File: config.mk
export PLATFORM = sky130hd
export DESIGN_NAME = chi_ctrl
export DESIGN_NICKNAME = d
export VERILOG_FILES = /design/src/rtl/core/chi_pkg.sv /design/src/rtl/core/chi_ctrl.sv
export SDC_FILE = /design/constraint.sdc
export NUM_CORES = 1
export LEC_CHECK = 0
export ABC_AREA = 1
export BUFFER_PORTS_ARGS = -buffer_cell sky130_fd_sc_hd__buf_4
export CORE_MARGIN = 5
export CORE_UTILIZATION = 52
export DETAILED_ROUTE_END_ITERATION = 16
export GPL_ROUTABILITY_DRIVEN = 0
export PLACE_DENSITY = 0.89
export SYNTH_ARGS = -nofsm -noshare
export SYNTH_HDL_FRONTEND = slang
export SYNTH_SLANG_ARGS = --single-unit
File: constraint.sdc
create_clock -name clk_i -period 3.8 [get_ports clk_i]
set_input_delay 0.57 -clock clk_i [delete_from_list [all_inputs] [get_ports clk_i]]
set_output_delay 0.57 -clock clk_i [all_outputs]
set_load 0.005 [all_outputs]
File: src/rtl/core/chi_pkg.sv
// Package for the coalesced hash insert block: widths, codes, the command and
// status structs shared by controller and datapath, and the PJW byte step.
// Depends on nothing.
package chi_pkg;

  localparam int unsigned CapacityDef = 1024;
  localparam int unsigned KeyW        = 128;
  localparam int unsigned WordW       = 16;
  localparam int unsigned HashW       = 32;
  localparam int unsigned TsW         = 11;
  localparam int unsigned SlotW       = 10;
  localparam int unsigned StatusW     = 2;
  localparam logic [TsW-1:0]   TableSizeRst = 11'd1024;
  localparam logic [HashW-1:0] PjwTop       = 32'hF000_0000;

  typedef enum logic [StatusW-1:0] {
    StInserted  = 2'd0,
    StDuplicate = 2'd1,
    StFull      = 2'd2
  } status_e;

  typedef enum logic {
    AddrPos  = 1'b0,
    AddrFree = 1'b1
  } addr_sel_e;

  typedef enum logic [1:0] {
    SlotPos  = 2'd0,
    SlotFree = 2'd1,
    SlotZero = 2'd2
  } slot_sel_e;

  typedef struct packed {
    logic      load;
    logic      hash_step;
    logic      div_step;
    logic      pos_home;
    logic      pos_link;
    logic      clr_step;
    logic      scan_inc;
    logic      link_wr;
    logic      store_wr;
    addr_sel_e addr_sel;
    logic      pend_load;
    status_e   pend_status;
    slot_sel_e slot_sel;
    logic      res_load;
  } cmd_t;

  typedef struct packed {
    logic clr_done;
    logic hash_done;
    logic div_done;
    logic first;
    logic used;
    logic match;
    logic chain_end;
    logic fp_full;
    logic out_free;
  } sts_t;

  // One PJW step on a byte taken as a signed char.
  function automatic logic [HashW-1:0] pjw_step(logic [HashW-1:0] h, logic [7:0] b);
    logic [HashW-1:0] hn;
    logic [HashW-1:0] g;
    hn = (h << 4) + {{(HashW-8){b[7]}}, b};
    g  = hn & PjwTop;
    if (g != '0) begin
      hn = hn ^ (g >> 24) ^ g;
    end
    return hn;
  endfunction

endpackage

File: src/rtl/core/chi_ctrl.sv
// Controller of the coalesced hash insert block: a one-hot state machine that
// sequences hashing, modulo, chain walk, free scan and store. Depends on chi_pkg.
module chi_ctrl (
  input  logic          clk_i,
  input  logic          rst_ni,
  input  logic          in_valid_i,
  output logic          in_stall_o,
  input  chi_pkg::sts_t sts_i,
  output chi_pkg::cmd_t cmd_o
);

  typedef enum logic [10:0] {
    SClear   = 11'b000_0000_0001,
    SIdle    = 11'b000_0000_0010,
    SHash    = 11'b000_0000_0100,
    SDiv     = 11'b000_0000_1000,
    SHome    = 11'b000_0001_0000,
    SRead    = 11'b000_0010_0000,
    SCheck   = 11'b000_0100_0000,
    SScan    = 11'b000_1000_0000,
    SScanChk = 11'b001_0000_0000,
    SStore   = 11'b010_0000_0000,
    SResp    = 11'b100_0000_0000
  } state_e;

  state_e state_q, state_d;

  always_ff @(posedge clk_i or negedge rst_ni) begin
    if (!rst_ni) begin
      state_q <= SClear;
    end else begin
      state_q <= state_d;
    end
  end

  always_comb begin
    state_d = state_q;
    in_stall_o = 1'b1;
    cmd_o = '0;
    cmd_o.addr_sel = chi_pkg::AddrPos;
    cmd_o.pend_status = chi_pkg::StInserted;
    cmd_o.slot_sel = chi_pkg::SlotPos;
    case (state_q)
      SClear: begin
        cmd_o.clr_step = 1'b1;
        if (sts_i.clr_done) state_d = SIdle;
      end
      SIdle: begin
        in_stall_o = 1'b0;
        if (in_valid_i) begin
          cmd_o.load = 1'b1;
          state_d = SHash;
        end
      end
      SHash: begin
        cmd_o.hash_step = 1'b1;
        if (sts_i.hash_done) state_d = SDiv;
      end
      SDiv: begin
        cmd_o.div_step = 1'b1;
        if (sts_i.div_done) state_d = SHome;
      end
      SHome: begin
        cmd_o.pos_home = 1'b1;
        state_d = SRead;
      end
      SRead: begin
        state_d = SCheck;
      end
      SCheck: begin
        if (sts_i.first && !sts_i.used) begin
          cmd_o.store_wr = 1'b1;
          cmd_o.pend_load = 1'b1;
          state_d = SResp;
        end else if (sts_i.match) begin
          cmd_o.pend_load = 1'b1;
          cmd_o.pend_status = chi_pkg::StDuplicate;
          state_d = SResp;
        end else if (sts_i.chain_end) begin
          state_d = SScan;
        end else begin
          cmd_o.pos_link = 1'b1;
          state_d = SRead;
        end
      end
      SScan: begin
        cmd_o.addr_sel = chi_pkg::AddrFree;
        if (sts_i.fp_full) begin
          cmd_o.pend_load = 1'b1;
          cmd_o.pend_status = chi_pkg::StFull;
          cmd_o.slot_sel = chi_pkg::SlotZero;
          state_d = SResp;
        end else begin
          state_d = SScanChk;
        end
      end
      SScanChk: begin
        cmd_o.addr_sel = chi_pkg::AddrFree;
        if (sts_i.used) begin
          cmd_o.scan_inc = 1'b1;
          state_d = SScan;
        end else begin
          cmd_o.link_wr = 1'b1;
          state_d = SStore;
        end
      end
      SStore: begin
        cmd_o.addr_sel = chi_pkg::AddrFree;
        cmd_o.store_wr = 1'b1;
        cmd_o.pend_load = 1'b1;
        cmd_o.slot_sel = chi_pkg::SlotFree;
        cmd_o.scan_inc = 1'b1;
        state_d = SResp;
      end
      SResp: begin
        if (sts_i.out_free) begin
          cmd_o.res_load = 1'b1;
          state_d = SIdle;
        end
      end
      default: begin
        state_d = SIdle;
      end
    endcase
  end

endmodule

==> metrics.md <==
| Metric | Value |
|---|---|
| Async set or reset register ratio after synthesis | 1.00 |
| CP startpoint kind | register |
| Relative slew slack | 0.806 |
| Worst setup EP type | output port |
| Worst path cell trace | nor2_1 -> nand2_2 -> nor2_4 -> nand2_2 -> o22ai_1 -> inv_2 -> nand2_1 -> buf_4 |
| Dominant synthesized flop cell | dfrtp_1 |
| Sequential fraction of the synthesis area | 0.326 |
| HP Class | in2async |
| Clk_lat worst skew | 0.28 ns |
| Root Driver | clkbuf_4 |
| Crit share post-route | 0.601 |
| Max Slew Vio Count | 0 |
| Fmax | between 400 and 500 MHz |
| Worst Tran Pin Value | 0.290 ns |
| Design area | ~0.0011 mm^2 |
| Global-route wire length before repair | around 3.5 mm |
| # rows | 14 |
| Mapped Cells | 120 |
| Worst VDD drop | roughly 0.32 mV |
| Final hold viol count | 0 |
| Finish-stage setup viols | 0 |
| Routed via count | 845 |
| Status | finished, final reports clean |
| Internal cell power | ~270 uW |
| Die H | around 50 um |
| Seq pwr share | 0.309 |
| Post-CTS Setup Repair Bufs | 0 |
| Crit-path slowest cell | dfrtp_1 |
| Worst-path fanout max | 6 |
| Pwr/cell area | 425 mW/mm^2 |
| Port Buf Inserts | 28 |
| Worst EP required | 3.23 ns |
| Initial antenna violation count | 0 |
| Die area | 0.00254 mm^2 |
| Dpl hpwl | around 1.6 mm |
| Leakage | 0.692 nW |
| Cts repair resizes | 0 |
| Post-synth EDFFs | 0 |
| Net count reported at finish | ~170 |
| Clock transition at the registers of the reported paths | 0.08 ns |
| Clock Skew | 0.00985 ns |
| Most used cell along the critical path | nand2_2 |
| Syn Area/Cell | a little over 7 um^2 |
| Yosys warning count | 0 |
| Reg-to-Reg End | state_q[1] |
| Syn Nets | between 100 and 150 |
| Max reg flops | 11 |
| DRT Pass-1 Iters | 4 |
| Reg2reg start | state_q[1] |
| RSZ-0062 raised after global routing | no |
| CTS sink cnt | 11 |
| Total global-route track usage | 0.172 |
| Fillers | 122 |
| Biggest register | state_q |
| Starting density of the core | 0.556 |
| # DRC | 0 |
| Placed inst area | ~0.0011 mm^2 |
| Net Sw Frac | 0.435 |
| Initial drt markers | 36 |
| Crit Path Category | reg2out |
| Die width | ~50 um |
| Max-cap viol count | 0 |
| Area of the mapped netlist | 847 um^2 |
| Share of post-route cells with drive strength above 1 | 0.355 |
| Crit path max-delay family | simple AND/OR/NAND/NOR gates |
| Clk buf depth | 2 |
| Crit path buf inv count | 2 |
| Pin count of the biggest net entering global routing | 12 |
| Area added between synthesis and finish | 30.4% |
| R2r setup slk | 2.32 ns |
| Worst reg-to-reg path cell count | 10 |
| Synth Register Bits | 11 |
| Worst Path Arrival | 1.71 ns |
| Post-route ant nets | 0 |
| Minimum clock period | 2.28 ns |
| Sw Pwr | approximately 200 uW |
| Ant diodes | 0 |
| Vias per std cell | 5.03 |
| CTS Buf Count | 3 |
| Logic pwr share | 0.513 |
| Multi-input gate area | roughly 480 um^2 |
| Cts hold-fix bufs | 0 |
| Biggest regs | state_q (11) |
| Worst stage delay on the critical path | approximately 0.4 ns |
| Setup TNS | 0 ns |
| Register Area | 277 um^2 |
| Clk pwr share | 0.179 |
| CTS H-tree depth | 1 |
| WL final | 1.96 mm |
| Synth unique cells | 24 |
| Global route overflow | 0 |
| CTS tree | built |
| I/O Pins | 29 |
| DR WL/cell | 11.6 um |
| Vias in the first global route | just over 800 |
| Core area | 0.00152 mm^2 |
synth_stat cells (2+ instances only):
cell type	n	area share
dfrtp_1	10	0.30
nand2_2	5	0.037
nand2_1	24	0.11
nor2_2	2	0.015
nor2_4	4	0.053
nand2_4	2	0.027
nor2_1	19	0.084
nand3_1	9	0.053
o21ai_1	2	0.012
inv_2	2	0.0089
inv_1	23	0.10
nor3_1	4	0.024
nand3b_1	2	0.018
nand3_2	2	0.024
cells by family after synthesis:
group           Yosys count  synth area share
compound gates            5            0.0384
flops                    11             0.326
simple gates             79             0.524
buf+inv                  25             0.111
metal layers:
layer | up-vias | global-route usage | wire, um
met3 | 5 | 0.0296 | 118
li1 | 430 | - | -
met5 | - | 0 | 0
met4 | 0 | 0.0638 | 30
met2 | 29 | 0.285 | 963
met1 | 381 | 0.224 | 843
worst register-to-register path: stages (launching register included):
cell and delay (ns):
dfrtp_1 0.41, nor2_1 0.20, nand2_2 0.15, nor2_4 0.16, nand2_2 0.13, nand2_1 0.08
nor2_1 0.05, nand3_2 0.06, nand2_1 0.06, nand2_1 0.06, inv_1 0.04
layout make-up:
class | count | area share
Inverter | 25 | 0.0849
Clock buffer | 3 | 0.0204
Clock inverter | 1 | 0.00453
Multi-Input combinational cell | 84 | 0.431
Timing Repair Buffer | 28 | 0.190
Sequential cell | 11 | 0.250
Tap cell | 16 | 0.0181
through the flow:
step	power, mW	std cells	util	setup WS, ns	hold WS [ns]
global placement	0.376	164	0.707	1.81	0.412
global route	0.506	168	0.725	1.40	0.116
finish	0.470	168	0.725	1.52	0.106
detailed placement	0.387	164	0.707	1.78	0.416
CTS	0.471	168	0.725	1.52	0.115
floorplan	0.314	120	-	2.03	0.274
power by group through the flow:
stage	clock network (mW)	registers (mW)	logic, mW
after floorplan	0	0.145	0.169
after global placement	0	0.146	0.230
after detailed placement	0	0.147	0.240
after CTS	0.0843	0.145	0.242
after global routing	0.0909	0.148	0.267
final	0.0839	0.145	0.241
how the worst max path moves through the flow:
stage,cells after the start,slack [ns],end,from
floorplan,6,2.03,cmd_o[5],sts_i[5]
finish,8,1.52,cmd_o[5],state_q[1]
global placement,7,1.81,cmd_o[5],sts_i[4]
CTS,8,1.52,cmd_o[5],state_q[1]
global route,8,1.40,cmd_o[5],state_q[1]
detailed placement,7,1.78,cmd_o[5],sts_i[4]
layout by cell type, fill, tap and decap left out, drive strengths merged:
| master | count |
|---|---|
| and2 | 1 |
| buf | 28 |
| clkbuf | 3 |
| clkinv | 1 |
| dfrtp | 10 |
| dfstp | 1 |
| inv | 25 |
| nand2 | 31 |
| nand3 | 11 |
| nand3b | 2 |
| nor2 | 26 |
| nor3 | 5 |
| nor3b | 1 |
| nor4 | 1 |
| o21ai | 3 |
| o21bai | 1 |
| o22ai | 1 |
| or2 | 1 |
Note: power is estimated with default switching activity, not from simulation.
